`src/rtl/adsr_pkg.sv`:
```
package adsr_pkg;

	// field widths
	localparam int SAMPLE_BITS = 16;
	localparam int COUNT_BITS  = 16;
	localparam int LEVEL_BITS  = 9;
	localparam int PERIOD_BITS = 16;
	localparam int ACTION_BITS = 2;
	localparam int STAGE_BITS  = 3;
	localparam int CFG_INDEX_BITS = 3;
	localparam int CFG_DATA_BITS  = 16;

	// full scale level and the matching shift
	localparam int FULL_LEVEL  = 256;
	localparam int LEVEL_SHIFT = 8;

	// product of a sample and a level, level taken as signed
	localparam int PROD_BITS = SAMPLE_BITS + LEVEL_BITS + 1;

	// action codes
	localparam logic [ACTION_BITS-1:0] ACT_SAMPLE   = 2'd0;
	localparam logic [ACTION_BITS-1:0] ACT_GATE_ON  = 2'd1;
	localparam logic [ACTION_BITS-1:0] ACT_GATE_OFF = 2'd2;

	// register indexes
	localparam logic [CFG_INDEX_BITS-1:0] REG_ATTACK  = 3'd0;
	localparam logic [CFG_INDEX_BITS-1:0] REG_DECAY   = 3'd1;
	localparam logic [CFG_INDEX_BITS-1:0] REG_RELEASE = 3'd2;
	localparam logic [CFG_INDEX_BITS-1:0] REG_SUSTAIN = 3'd3;
	localparam logic [CFG_INDEX_BITS-1:0] REG_BYPASS  = 3'd4;

	// register reset values
	localparam logic [PERIOD_BITS-1:0] ATTACK_RESET  = 16'd93;
	localparam logic [PERIOD_BITS-1:0] DECAY_RESET   = 16'd375;
	localparam logic [PERIOD_BITS-1:0] RELEASE_RESET = 16'd5;
	localparam logic [LEVEL_BITS-1:0]  SUSTAIN_RESET = 9'd225;

endpackage

```
`src/rtl/adsr_envelope_gain.sv`:
```
// Linear ADSR envelope applied as a gain to a stream of signed audio samples.
// Gate-on and gate-off requests only steer the envelope and give no result;
// every audio sample request gives one result: the sample times the envelope
// level over 256 (truncated toward zero), the level that was used and the
// envelope stage. One request is taken in every cycle unless in_stall is
// high; the envelope stage, level and frame tick counter are updated in the
// cycle a request is taken, and the multiply sits in the stage after that.
// When the result register is stalled and the sample stage is also full, the
// sample stage holds and in_stall rises in the same cycle (the stall passes
// back combinationally); with the sample stage empty a request is still taken.
// Configuration is written through cfg_we/cfg_index/cfg_data; bypass passes
// samples unchanged and freezes the envelope, gate requests still act.
module adsr_envelope_gain import adsr_pkg::*; (
	input  logic                             clk,
	input  logic                             arst_n,
	input  logic                             cfg_we,
	input  logic [CFG_INDEX_BITS-1:0]        cfg_index,
	input  logic [CFG_DATA_BITS-1:0]         cfg_data,
	input  logic                             in_valid,
	output logic                             in_stall,
	input  logic [ACTION_BITS-1:0]           action,
	input  logic signed [SAMPLE_BITS-1:0]    sample_in,
	input  logic                             frame_start,
	output logic                             out_valid,
	input  logic                             out_stall,
	output logic signed [SAMPLE_BITS-1:0]    sample_out,
	output logic [LEVEL_BITS-1:0]            envelope_level,
	output logic [STAGE_BITS-1:0]            stage
);

	typedef enum logic [STAGE_BITS-1:0] {
		ST_IDLE    = 3'd0,
		ST_ATTACK  = 3'd1,
		ST_DECAY   = 3'd2,
		ST_SUSTAIN = 3'd3,
		ST_RELEASE = 3'd4
	} stage_t;

	localparam logic [LEVEL_BITS-1:0]  LEVEL_FULL = LEVEL_BITS'(FULL_LEVEL);
	localparam logic [COUNT_BITS-1:0]  COUNT_MAX  = '1;
	localparam logic [PROD_BITS-1:0]   TRUNC_BIAS = PROD_BITS'(FULL_LEVEL - 1);

	// configuration registers
	logic [PERIOD_BITS-1:0] attack_period_q;
	logic [PERIOD_BITS-1:0] decay_period_q;
	logic [PERIOD_BITS-1:0] release_period_q;
	logic [LEVEL_BITS-1:0]  sustain_level_q;
	logic                   bypass_q;

	// envelope state
	stage_t                 stage_q;
	logic [LEVEL_BITS-1:0]  level_q;
	logic [COUNT_BITS-1:0]  tick_q;

	// sample stage
	logic                          valid_s1;
	logic                          bypass_s1;
	logic signed [SAMPLE_BITS-1:0] sample_s1;
	logic [LEVEL_BITS-1:0]         level_s1;
	stage_t                        stage_s1;

	// result stage
	logic                          valid_s2;
	logic signed [SAMPLE_BITS-1:0] sample_s2;
	logic [LEVEL_BITS-1:0]         level_s2;
	stage_t                        stage_s2;

	logic load_s2;
	logic load_s1;
	logic accept;
	logic step_env;

	stage_t                 stage_nxt;
	logic [LEVEL_BITS-1:0]  level_nxt;
	logic [COUNT_BITS-1:0]  tick_nxt;
	logic [COUNT_BITS-1:0]  tick_inc;
	logic [PERIOD_BITS-1:0] period_sel;
	logic                   reached;
	logic [LEVEL_BITS-1:0]  sus_clamped;
	logic signed [LEVEL_BITS:0] level_up;
	logic signed [LEVEL_BITS:0] level_down;

	logic signed [PROD_BITS-1:0] product;
	logic signed [PROD_BITS-1:0] product_adj;
	logic signed [SAMPLE_BITS-1:0] scaled;

	// pipeline flow control
	assign load_s2  = !valid_s2 || !out_stall;
	assign load_s1  = !valid_s1 || load_s2;
	assign in_stall = !load_s1;
	assign accept   = in_valid && load_s1;
	assign step_env = accept && (action == ACT_SAMPLE) && !bypass_q;

	// saturating frame tick counter and period check
	always_comb begin
		tick_inc = tick_q;
		if (frame_start && tick_q != COUNT_MAX) begin
			tick_inc = tick_q + 1'b1;
		end
		case (stage_q)
			ST_ATTACK:  period_sel = attack_period_q;
			ST_DECAY:   period_sel = decay_period_q;
			ST_RELEASE: period_sel = release_period_q;
			default:    period_sel = '0;
		endcase
		reached = (COUNT_BITS'(period_sel) <= tick_inc);
		sus_clamped = (sustain_level_q > LEVEL_FULL) ? LEVEL_FULL : sustain_level_q;
		level_up    = $signed({1'b0, level_q}) + 10'sd1;
		level_down  = $signed({1'b0, level_q}) - 10'sd1;
	end

	// envelope next state
	always_comb begin
		stage_nxt = stage_q;
		level_nxt = level_q;
		tick_nxt  = tick_q;
		if (accept && action == ACT_GATE_ON) begin
			stage_nxt = ST_ATTACK;
		end else if (accept && action == ACT_GATE_OFF) begin
			if (stage_q != ST_IDLE) begin
				stage_nxt = ST_RELEASE;
			end
		end else if (step_env) begin
			tick_nxt = tick_inc;
			case (stage_q)
				ST_ATTACK: begin
					if (reached) begin
						tick_nxt = '0;
						if (level_up >= $signed({1'b0, LEVEL_FULL})) begin
							level_nxt = LEVEL_FULL;
							stage_nxt = ST_DECAY;
						end else begin
							level_nxt = level_up[LEVEL_BITS-1:0];
						end
					end
				end
				ST_DECAY: begin
					if (reached) begin
						tick_nxt = '0;
						if (level_down <= $signed({1'b0, sus_clamped})) begin
							level_nxt = sus_clamped;
							stage_nxt = ST_SUSTAIN;
						end else begin
							level_nxt = level_down[LEVEL_BITS-1:0];
						end
					end
				end
				ST_RELEASE: begin
					if (reached) begin
						tick_nxt = '0;
						if (level_down <= 10'sd0) begin
							level_nxt = '0;
							stage_nxt = ST_IDLE;
						end else begin
							level_nxt = level_down[LEVEL_BITS-1:0];
						end
					end
				end
				default: begin
				end
			endcase
		end
	end

	// gain: sample times level over full scale, truncated toward zero
	always_comb begin
		product     = PROD_BITS'(sample_s1) * $signed({1'b0, level_s1});
		product_adj = product + (product[PROD_BITS-1] ? TRUNC_BIAS : '0);
		scaled      = product_adj[LEVEL_SHIFT +: SAMPLE_BITS];
	end

	// configuration, envelope state and pipeline registers
	always_ff @(posedge clk or negedge arst_n) begin
		if (!arst_n) begin
			attack_period_q  <= ATTACK_RESET;
			decay_period_q   <= DECAY_RESET;
			release_period_q <= RELEASE_RESET;
			sustain_level_q  <= SUSTAIN_RESET;
			bypass_q         <= 1'b0;
			stage_q          <= ST_IDLE;
			level_q          <= '0;
			tick_q           <= '0;
			valid_s1         <= 1'b0;
			bypass_s1        <= 1'b0;
			sample_s1        <= '0;
			level_s1         <= '0;
			stage_s1         <= ST_IDLE;
			valid_s2         <= 1'b0;
			sample_s2        <= '0;
			level_s2         <= '0;
			stage_s2         <= ST_IDLE;
		end else begin
			if (cfg_we) begin
				case (cfg_index)
					REG_ATTACK:  attack_period_q  <= cfg_data[PERIOD_BITS-1:0];
					REG_DECAY:   decay_period_q   <= cfg_data[PERIOD_BITS-1:0];
					REG_RELEASE: release_period_q <= cfg_data[PERIOD_BITS-1:0];
					REG_SUSTAIN: sustain_level_q  <= cfg_data[LEVEL_BITS-1:0];
					REG_BYPASS:  bypass_q         <= cfg_data[0];
					default: begin
					end
				endcase
			end
			stage_q <= stage_nxt;
			level_q <= level_nxt;
			tick_q  <= tick_nxt;
			if (load_s1) begin
				valid_s1  <= accept && (action == ACT_SAMPLE);
				bypass_s1 <= bypass_q;
				sample_s1 <= sample_in;
				level_s1  <= level_nxt;
				stage_s1  <= stage_nxt;
			end
			if (load_s2) begin
				valid_s2  <= valid_s1;
				sample_s2 <= bypass_s1 ? sample_s1 : scaled;
				level_s2  <= level_s1;
				stage_s2  <= stage_s1;
			end
		end
	end

	assign out_valid      = valid_s2;
	assign sample_out     = sample_s2;
	assign envelope_level = level_s2;
	assign stage          = stage_s2;

`ifndef ASSERT_OFF
	// level stays within full scale
	a_level_range: assert property (@(posedge clk) disable iff (!arst_n)
		level_q <= LEVEL_FULL)
		else $error("envelope level above full scale");

	// idle is only reached with the level at zero
	a_idle_level: assert property (@(posedge clk) disable iff (!arst_n)
		stage_q == ST_IDLE |-> level_q == '0)
		else $error("idle stage with nonzero level");

	// input is held back only behind a full, stalled pipeline
	a_stall_cause: assert property (@(posedge clk) disable iff (!arst_n)
		in_stall |-> (valid_s1 && valid_s2 && out_stall))
		else $error("input stalled without a full pipeline");

	// a waiting sample is kept while the result register is stalled
	a_s1_hold: assert property (@(posedge clk) disable iff (!arst_n)
		(valid_s1 && valid_s2 && out_stall) |=> (valid_s1 && $stable(sample_s1)))
		else $error("sample stage lost while stalled");
`endif

endmodule
```
`config.mk`:
```
export PLATFORM = sky130hd
export DESIGN_NAME = adsr_envelope_gain
export DESIGN_NICKNAME = d
export VERILOG_FILES = /design/src/rtl/adsr_pkg.sv /design/src/rtl/adsr_envelope_gain.sv
export SDC_FILE = /design/constraint.sdc
export NUM_CORES = 1
export LEC_CHECK = 0
export ABC_AREA = 1
export BUFFER_PORTS_ARGS = -buffer_cell sky130_fd_sc_hd__buf_2
export CAP_MARGIN = 20
export CORE_ASPECT_RATIO = 1.5
export CORE_MARGIN = 2
export CORE_UTILIZATION = 55
export CTS_CLUSTER_DIAMETER = 40
export DETAILED_ROUTE_END_ITERATION = 6
export GPL_TIMING_DRIVEN = 0
export HOLD_SLACK_MARGIN = 0.05
export PLACE_DENSITY = 0.73
export SLEW_MARGIN = 15
export SYNTH_ARGS = -nofsm -noshare
export SYNTH_HDL_FRONTEND = slang
export SYNTH_SLANG_ARGS = --single-unit
```
`constraint.sdc`:
```
create_clock -name clk -period 9.3 [get_ports clk]
set_input_delay 1.395 -clock clk [delete_from_list [all_inputs] [get_ports clk]]
set_output_delay 1.395 -clock clk [all_outputs]
set_load 0.05 [all_outputs]
```
==> results of run 1 <==
[state kept, by name, summed over array words and instances, names as in the netlist]
name and flops:
release_period_q 16, sample_s1 16, decay_period_q 16, stage_s1 3, valid_s1 1, out_valid 1, sample_out 16, stage 3
attack_period_q 16, level_s1 9, sustain_level_q 9, envelope_level 9, bypass_q 1, level_q 9, stage_q 3, tick_q 16
bypass_s1 1
[worst max-delay path by stage]
stage / slack (ns) / to / cells past startpoint
6_report: 1.24 / sample_out[2] / 37
5_1_grt: 0.65 / sample_out[2] / 37
4_1_cts: 1.36 / sample_out[2] / 37
3_5_place_dp: 1.39 / sample_out[2] / 37
3_3_place_gp: 1.55 / sample_out[2] / 37
2_1_floorplan: 2.85 / sample_out[2] / 42
[routing by layer]
metal | vias to the layer above | global-route usage [%] | share of wire, %
met3 | 132 | 4.110 | 4.3
li1 | 6100 | - | -
met1 | 6029 | 32.94 | 37
met5 | - | 0 | 0.034
met4 | 2 | 18.87 | 6.3
met2 | 371 | 56.95 | 52
[cells in the mapped netlist (4+ instances only)]
master / count / area, um^2
nand3b_1: 6 / 45.04
nor2_1: 91 / 341.6
nand2_1: 599 / 2248
xor2_1: 31 / 271.5
o21ai_1: 5 / 25.02
o21ai_0: 112 / 560.5
o22ai_1: 12 / 75.07
and2_1: 5 / 31.28
dfrtp_1: 127 / 3178
clkbuf_1: 56 / 210.2
fa_1: 122 / 2442
a21oi_1: 51 / 255.2
buf_1: 7 / 26.28
ha_1: 88 / 1101
nor2_2: 5 / 31.28
dfstp_2: 18 / 473.0
xnor2_1: 5 / 43.79
a31oi_1: 10 / 62.56
nand3_1: 108 / 540.5
nor3_1: 18 / 90.09
inv_1: 412 / 1546
buf_2: 4 / 20.02
nand4_1: 25 / 156.4
[kinds of logic (layout without fill, tap and decap cells)]
family	Yosys count	in the layout	synth area share (%)
AOI/OAI and AO/OA	202	202	7.676
xor gates and xnor gates	37	37	2.371
adders and majority gates	210	210	25.34
buffers and inverters	480	585	12.92
DFF	145	145	26.10
and+or+nand+nor	868	868	25.60
[critical path, delay by kind of cell, from the launching register on]
family                   cells  cell delay (ns)
AND/OR/NAND/NOR             16             1.82
flip-flops                   1             0.32
adder cells (fa/ha/maj)      7             3.35
AO/OA/AOI/OAI                5             1.12
buffers and inverters        9             1.34
[per-stage QoR]
stage	setup slack [ns]	std cells	instance area (um^2)	utilization, %	hold WS [ns]
2_1_floorplan	2.852	1942	13990	-	0.4400
3_3_place_gp	1.549	2342	14760	58.91	0.4517
3_5_place_dp	1.389	2343	14790	59.06	0.4577
4_1_cts	1.356	2375	15440	61.65	0.4746
5_1_grt	0.6482	2375	15440	61.65	0.4895
6_report	1.236	2375	15440	61.65	0.4714
[placed cells by master, fill, tap and decap left out, drive strengths merged, types with 2 or more instances in the layout]
cell type and n:
a31oi 10, nand4 25, and2 5, o211ai 3
clkbuf 75, ha 88, nand2 602, o21a 2
xnor2 5, fa 122, clkinv 4, a21oi 51
nand3b 6, nor4 5, a21boi 2, buf 84
nor2 96, bufinv 4, nor3 18, inv 417
nand3 109, o22ai 12, xor2 32, dfrtp 127
dfstp 18, o21ai 117
[final cells by class]
class	instances	area share [%]
Clock buffer	19	2.933
Sequential cell	145	23.64
Inverter	413	10.04
Timing Repair Buffer	73	2.576
Buffer	67	1.661
Clock inverter	13	1.280
Multi-Input combinational cell	1317	55.22
Tap cell	328	2.657
==> summary.md, run 1 <==
| Metric | Value |
|---|---|
| Status | finished, final reports clean |
| Setup slack, reg-to-reg | roughly 1.2 ns |
| Global-route wire length before repair | approximately 64000 um |
| Post-synth EDFFs | 0 |
| Reg area | ~3700 um^2 |
| Minimum clock period after layout | roughly 8.1 ns |
| Clock buffer depth | 2 |
| CP startpoint | level_s1[1] |
| Setup Buffers After CTS | 0 |
| Ys Warns | 0 |
| Relative slew slack | between 40% and 50% |
| Crit-path most repeated cell | nand2_1 |
| Distinct cells, synth | 40 |
| Worst EP required | roughly 9.6 ns |
| Crit path arrival time | 8.39 ns |
| # hold bufs at CTS | 0 |
| Core area | roughly 25000 um^2 |
| R2R Path Start | level_s1[1] |
| Final Cycle Share | between 80% and 90% |
| Congestion Overflow GR | 0 |
| Total GRT Usage | 30.77% |
| Placer Congestion | 0.9520 |
| Final nets | between 2000 and 2500 |
| Ant. Diodes | 0 |
| Worst clock skew | approximately 0.012 ns |
| Hold Path Sink | envelope_level[1] |
| Fill count | between 2000 and 2500 |
| Initial core utilization | 55.83% |
| Input/output buffers | 72 |
| Drt pass-1 iters | 5 |
| CTS sink cnt | 145 |
| Netlist Area Pre-Place | 13990 um^2 |
| Resized cells post-CTS | 0 |
| Die H | around 200 um |
| Via Count | roughly 13000 |
| Chip width | ~130 um |
| Register area share after synthesis | between 20% and 30% |
| Crit Path Category | reg -> reg |
| Worst path max stage delay | a little under 0.6 ns |
| CTS clock-pin slew for the worst setup and hold paths | ~0.07 ns |
| Die area | about 27000 um^2 |
| Reg-to-reg endpoint | sample_out[2] |
| Ys async rst share | 100.0% |
| Share of cells above drive strength 1 | a little under 7% |
| Top Ports | 73 |
| Pin count of the biggest net entering global routing | 93 |
| CTS Buf Count | 17 |
| Cells on worst reg2reg path | 37 |
| Final WL | 38800 um |
| Beginning of the worst hold path | envelope_level[1] |
| Vias/cell | around 5.3 |
| CTS tree | yes |
| DRC | 0 |
| HP Class | reg -> reg |
| Finish-stage setup viols | 0 |
| Syn Nets | around 2200 |
| Max-slew violation count | 0 |
| Wire length per cell | about 16 um |
| Initial antenna violation count | 1 |
| Row count | 71 |
| RSZ-0062 raised after global routing | no |
| Post-Synthesis Cells | 1942 |
| Startpoint type of the worst setup path | flop |
| Setup TNS | 0 ns |
| #FFs+latches synth | ~150 |
| Hold Path Depth | 2 |
| Crit-path max FO | 9 |
| Layout area overhead | 10.43% |
| Iter 0 DRT Violations | around 840 |
| DPL Wire Length | a little over 30000 um |
| Final hold violation count | 0 |
| Prevailing post-synth register cell | dfrtp_1 |
| Multi-input logic area | 8528 um^2 |
| Synth Area per Inst | about 7 um^2 |
| FMAX | approximately 120 MHz |
| Vias in the first global route | approximately 13000 |
| Worst-margin pin slew | 0.8111 ns |
| CP max stage cell | fa_1 |
| Post-route ant nets | 0 |
| Root buffer cell | clkbuf_16 |
| Htree depth | 4 |
| Clk_lat worst skew | ~0.44 ns |
| Crit. End Element | flop |
| Maxcap violations | 0 |
Power of run 1 is not shown: default switching activity piles up to over one toggle a cycle in this logic, so the estimate is an artifact.
==> run 2, diff against run 1 <==
ABC_AREA = unset   (was 1)
==> run 2 against run 1 <==
Compared with the run above:
- design area shrank 3.2%
- count of clock-buffer cells in the layout fell by 2
- clock skew hardly changed
- setup slack worse by 0.87 ns
- first-iteration DRC count shrank 30%
- global-route usage down 2.3 points
- worst hold slack worse by 0.010 ns
- sequential share of layout area is 0.78 points higher
- largest cell class unchanged
- synthesized cell count decreased by 23%
- die area down 3.3%
- synthesized area is 3.3% lower
- routed wire length down 9.1%
==> summary.md, run 2 <==
| Metric | Value |
|---|---|
| Status | finished, final reports clean |
| Minimum clock period after layout | 8.932 ns (+0.8683 ns) |
| Chip width | 132.0 um (-1.6%) |
| Placer Congestion | 0.9491 (-0.30%) |
| CTS Buf Count | 17 (unchanged) |
| Core area | 24260 um^2 (-3.2%) |
| Finish-stage setup viols | 0 (unchanged) |
| Post-route ant nets | 0 (unchanged) |
| Relative slew slack | 45.23% (-0.56 points) |
| M3 GR Usage | 4.522% (+0.41 points) |
| Crit. End Element | flop |
| Register area share after synthesis | 27.01% (+0.90 points) |
| Drt pass-1 iters | 6 (+1) |
| Congestion Overflow GR | 0 (unchanged) |
| Setup Buffers After CTS | 0 (unchanged) |
| Ant. Diodes | 0 (unchanged) |
| Clk_lat worst skew | 0.45 ns (about the same) |
| GRT met2 Usage | 50.93% (-6.0 points) |
| Input/output buffers | 72 (unchanged) |
| RSZ-0062 raised after global routing | no |
| Prevailing post-synth register cell | dfrtp_1 |
| Die area | 25870 um^2 (-3.3%) |
| Max-slew violation count | 0 (unchanged) |
| Synth area leader | dfrtp_1 |
| Most frequent cells after synthesis | 263 x nand2_1, 173 x inv_1, 127 x dfrtp_1 |
| Die H | 196.0 um (-1.7%) |
| Iter 0 DRT Violations | 592 (-30%) |
| CTS clock-pin slew for the worst setup and hold paths | 0.07 ns (about the same) |
| GR peak layer | met2 |
| Netlist Area Pre-Place | 13520 um^2 (-3.3%) |
| Initial core utilization | 55.72% (-0.11 points) |
| Clock buffer depth | 2 (unchanged) |
| HP Class | reg -> reg |
| Wire length per cell | 18.40 um (+13%) |
| Final nets | 1832 (-20%) |
| Final Cycle Share | 96.04% (+9.3 points) |
| Worst EP required | 9.62 ns (about the same) |
| Worst path max stage delay | 0.70 ns (+0.11 ns) |
| Most frequent cells in the layout | 263 x nand2_1, 173 x inv_1, 127 x dfrtp_1 |
| # hold bufs at CTS | 0 (unchanged) |
| Crit-path max FO | 10 (+1) |
| Vias in the first global route | 11190 (-15%) |
| Final hold violation count | 0 (unchanged) |
| CTS sink cnt | 145 (unchanged) |
| CP max stage cell | a2111oi_1 |
| Startpoint type of the worst setup path | flop |
| Count leader, synth | nand2_1 |
| Most common cell after layout, fill and taps aside | nand2_1 |
| #FFs+latches synth | 145 (unchanged) |
| Synth top area cells | dfrtp_1 24%, fa_1 18%, ha_1 8.1%, nand2_1 7.3%, mux2_2 5.6% |
| Syn Nets | 1739 (-21%) |
| Grt met1 use | 32.63% (-0.31 points) |
| Htree depth | 4 (unchanged) |
| Top cell type's share of synthesized area | 23.51% (+0.79 points) |
| Global-route wire length before repair | 57610 um (-9.7%) |
| Worst-margin pin slew | 0.8145 ns (+0.003420 ns) |
| Layout area overhead | 10.59% |
| Crit-path most repeated cell | fa_1 |
| Worst clock skew | 0.01168 ns (+0.0001724 ns) |
| DPL Wire Length | 27920 um (-9.8%) |
| Post-DP Area | 14330 um^2 (-3.1%) |
| Total GRT Usage | 28.47% (-2.3 points) |
| Final WL | 35260 um (-9.1%) |
| DRC | 0 (unchanged) |
| Share of cells above drive strength 1 | 13.19% (+6.3 points) |
| Setup TNS | 0 ns (unchanged) |
| Pin count of the biggest net entering global routing | 94 (+1.1%) |
| Post-synth EDFFs | 0 (unchanged) |
| Top Ports | 73 (unchanged) |
| Synth Area per Inst | 9.097 um^2 (+26%) |
| Ys async rst share | 100.0% (unchanged) |
| Vias/cell | 5.661 (+6.4%) |
| Fill count | 2072 (-12%) |
| Ys Warns | 0 (unchanged) |
| FMAX | 112.0 MHz (-9.7%) |
| Distinct cells, synth | 72 (+80%) |
| Via Count | 10850 (-14%) |
| Post-route cell area | 14950 um^2 (-3.2%) |
| Initial antenna violation count | 3 (+2) |
| Crit path arrival time | 9.25 ns (+0.86 ns) |
| Root buffer cell | clkbuf_16 |
| Post-Synthesis Cells | 1486 (-23%) |
| CTS tree | yes |
| Row count | 70 (-1.4%) |
| Crit Path Category | reg -> reg |
| Maxcap violations | 0 (unchanged) |
## run 2: cell types whose count changed in the layout (fill, tap and decap cells not counted), sizes merged, moves of 13 or more
| cell | before | now |
|---|---|---|
| a22oi | 1 | 20 |
| and2 | 5 | 77 |
| inv | 417 | 180 |
| mux2 | 0 | 67 |
| nand2 | 602 | 263 |
| nand2b | 0 | 14 |
| nand3 | 109 | 18 |
| nor2 | 96 | 52 |
| nor2b | 0 | 17 |
| o21a | 2 | 15 |
| o21ai | 117 | 74 |
| o31ai | 0 | 13 |
| xnor2 | 5 | 39 |
## run 2: final timing paths
check | start | to | slack (ns) | cells past startpoint
worst max-delay path | level_s1[3] | sample_out[15] | 0.37 | 28
worst min-delay path | stage[2] | stage[2] | 0.46 | 2
worst max register to register | level_s1[3] | sample_out[15] | 0.37 | 28
worst min register to register | stage[2] | stage[2] | 0.46 | 2
max in group asynchronous | arst_n | sustain_level_q[5] | 7.58 | 2
min in group asynchronous | arst_n | sample_out[6] | 0.85 | 1
## run 2: through the flow
stage          worst slack [ns]  utilization, %  hold WS, ns  instances
5_1_grt                 0.01135           61.62       0.4852       1916
2_1_floorplan             2.355               -       0.4346       1486
4_1_cts                  0.3268           61.61       0.4665       1916
3_3_place_gp             0.5599           58.88       0.4490       1882
3_5_place_dp             0.3500           59.08       0.4533       1884
6_report                 0.3680           61.62       0.4609       1916
## run 2: cells by family (layout without fill, tap and decap cells)
| kind of cell | Yosys count | in the layout | synth area share, % |
|---|---|---|---|
| AND/OR/NAND/NOR | 510 | 510 | 18.17 |
| buffers and inverters | 247 | 353 | 6.942 |
| AO/OA/AOI/OAI | 238 | 238 | 11.55 |
| adder cells (fa/ha/maj) | 210 | 210 | 26.21 |
| flip-flops | 145 | 145 | 27.01 |
| multiplexers | 74 | 74 | 6.100 |
| XOR/XNOR | 62 | 62 | 4.017 |
## run 2: cell type report
cell class	count	area (um^2)	share of cell area, %
Multi-Input combinational cell	1094	8936	59.78
Inverter	174	653.1	4.369
Clock inverter	15	190.2	1.272
Buffer	73	285.3	1.908
Sequential cell	145	3651	24.42
Tap cell	324	405.4	2.712
Clock buffer	17	425.4	2.846
Timing Repair Buffer	74	402.9	2.695
## run 2: what timing repair did
item	CTS	global route
hold endpoints to repair	0	0
endpoints found under the setup margin	0	1
resized for setup	0	1
## run 2: routing by layer
| layer | share of wire [%] | routed length (um) |
|---|---|---|
| met3 | 4.6 | 1628 |
| met1 | 38 | 13520 |
| met5 | 0.074 | 26 |
| met2 | 52 | 18210 |
| met4 | 5.3 | 1873 |
## run 2: critical path, delay by kind of cell, from the launching register on
| kind | cells | cell delay (ns) |
|---|---|---|
| fa+ha+maj | 7 | 3.25 |
| compound gates | 8 | 2.13 |
| buf+inv | 7 | 1.40 |
| simple gates | 4 | 0.92 |
| xor+xnor | 2 | 0.81 |
| flops | 1 | 0.32 |
Power of run 2 is left out for the same reason.
==> run 3, diff against run 2 <==
CORE_MARGIN = 4   (was 2)
CTS_BUF_LIST = sky130_fd_sc_hd__clkbuf_16   (was unset)
clock period = 8.7 ns   (was 9.3 ns; I/O delays follow)
==> run 3 against run 2 <==
Compared with the run above:
- worst hold slack improved by 0.0073 ns
- fmax rose by 6.7%
- critical endpoint is now sample_out[10]
- setup slack got worse by 0.041 ns
- sequential cell count did not move
==> summary.md, run 3 (same netlist as run 2, synthesis figures left out) <==
| Metric | Value |
|---|---|
| Crit. End Element | flop |
| Initial core utilization | 55.72% (unchanged) |
| Setup ws final | 0.3270 ns (-0.04094 ns) |
| Post-route ant nets | 0 (unchanged) |
| CP max stage cell | dfrtp_1 |
| Final nets | 1830 (-0.11%) |
| FMAX | 119.4 MHz (+6.7%) |
| Relative slew slack | 42.88% (-2.3 points) |
| Congestion Overflow GR | 0 (unchanged) |
| Initial antenna violation count | 2 (-1) |
| Clk_lat worst skew | 0.44 ns (about the same) |
| Die area | 27200 um^2 (+5.1%) |
| Input/output buffers | 72 (unchanged) |
| Worst clock skew | 0.009771 ns (-0.001910 ns) |
| Placer Congestion | 0.9478 (-0.14%) |
| Final Cycle Share | 96.24% (+0.20 points) |
| Crit-path most repeated cell | fa_1 |
| Core area | 24260 um^2 (unchanged) |
| Crit path arrival time | 8.68 ns (-0.57 ns) |
| Via Count | 10920 (+0.63%) |
| Minimum clock period after layout | 8.373 ns (-0.5591 ns) |
| CTS clock-pin slew for the worst setup and hold paths | 0.07 ns (about the same) |
| Wire length per cell | 18.67 um (+1.5%) |
| Drt pass-1 iters | 5 (-1) |
| Worst EP required | 9.01 ns (-0.61 ns) |
| Most frequent cells in the layout | 263 x nand2_1, 173 x inv_1, 127 x dfrtp_1 |
| CTS sink cnt | 145 (unchanged) |
| Status | finished, final reports clean |
| Final hold violation count | 0 (unchanged) |
| Layout area overhead | 10.22% |
| Worst-margin pin slew | 0.8495 ns (+0.03493 ns) |
| Max-slew violation count | 0 (unchanged) |
| Worst hold slack | 0.4682 ns (+0.007298 ns) |
| CTS tree | yes |
| Clock buffer depth | 2 (unchanged) |
| Vias in the first global route | 11410 (+1.9%) |
| Startpoint type of the worst setup path | flop |
| DPL Wire Length | 28270 um (+1.2%) |
| DRC | 0 (unchanged) |
| Crit path max-delay family | adder cells |
| Final WL | 35760 um (+1.4%) |
| Pin count of the biggest net entering global routing | 98 (+4.3%) |
| Chip width | 136.0 um (+3.0%) |
| Row count | 70 (unchanged) |
| Root buffer cell | clkbuf_16 |
| Crit Path Category | reg -> reg |
| Total GRT Usage | 27.39% (-1.1 points) |
| Setup slack at placement | -0.1420 ns (-0.4920 ns) |
| CTS Buf Count | 17 (unchanged) |
| Worst path max stage delay | 0.58 ns (-0.12 ns) |
| RSZ-0062 raised after global routing | no |
| Most common cell after layout, fill and taps aside | nand2_1 |
| Top Ports | 73 (unchanged) |
| Iter 0 DRT Violations | 589 (-0.51%) |
| Maxcap violations | 0 (unchanged) |
| CP bufs+invs | 6 (-1) |
| Die H | 200.0 um (+2.0%) |
| Global-route wire length before repair | 57870 um (+0.45%) |
| Finish-stage setup viols | 0 (unchanged) |
| HP Class | reg -> reg |
| Crit-path max FO | 10 (unchanged) |
| Htree depth | 4 (unchanged) |
| Share of cells above drive strength 1 | 13.52% (+0.33 points) |
| Vias/cell | 5.700 (+0.68%) |
[run 3: layout make-up]
cell class,count,area [um^2]
Multi-Input combinational cell,1094,8949
Fill cell,2103,9361
Sequential cell,145,3651
Buffer,70,279.0
Inverter,174,653.1
Timing Repair Buffer,75,410.4
Clock inverter,15,123.9
Antenna cell,1,2.502
Tap cell,324,405.4
Clock buffer,17,425.4
[run 3: what timing repair did]
item | in CTS | in global routing
setup buffers | 0 | 1
endpoints found under the hold margin | 0 | 0
resized for setup | 1 | 10
hold buffers | 0 | 0
pin swaps | 0 | 1
endpoints found under the setup margin | 2 | 9
[run 3: final timing paths]
check | to | slack, ns | cells past startpoint | start
hold reg to reg | envelope_level[7] | 0.47 | 2 | envelope_level[7]
setup reg to reg | sample_out[10] | 0.33 | 27 | level_s1[1]
min in group asynchronous | sample_s1[0] | 0.77 | 1 | arst_n
hold / removal | envelope_level[7] | 0.47 | 2 | envelope_level[7]
max in group asynchronous | sustain_level_q[5] | 7.10 | 2 | arst_n
setup / recovery | sample_out[10] | 0.33 | 27 | level_s1[1]
[run 3: metrics by stage]
stage               std cells  TNS (ns)  utilization, %  instance area, um^2
floorplan                1486         0               -                13520
global placement         1882  -0.06635           58.88                14280
detailed placement       1884   -0.1439           59.08                14330
CTS                      1916         0           61.37                14890
global route             1914         0           61.40                14900
finish                   1915         0           61.41                14900
[run 3: metal layers]
metal  up-vias  share of wire [%]  GRT usage (%)  wire length (um)
met5         -              0.050              0                18
met4         4                7.6          17.82              2730
met2       342                 49          47.22             17670
li1       5098                  -              -                 -
met3       126                4.1          4.313              1475
met1      5345                 39          31.52             13870
[run 3: worst reg2reg max path, stage by stage (launching register included)]
cell,delay (ns)
dfrtp_1,0.58
clkbuf_1,0.44
nand2_1,0.13
fa_1,0.50
inv_1,0.05
fa_1,0.53
fa_1,0.45
fa_1,0.54
inv_1,0.05
fa_1,0.53
inv_1,0.04
ha_1,0.28
clkbuf_1,0.20
a21oi_1,0.30
o211ai_1,0.14
a41oi_1,0.51
a31oi_1,0.23
xnor2_2,0.45
inv_1,0.13
ha_1,0.33
a21o_1,0.14
a311oi_1,0.05
nand4b_1,0.26
a211o_1,0.42
nor4_4,0.31
xor2_1,0.15
mux2i_1,0.39
o21ai_1,0.11
Power of run 3 is left out for the same reason.
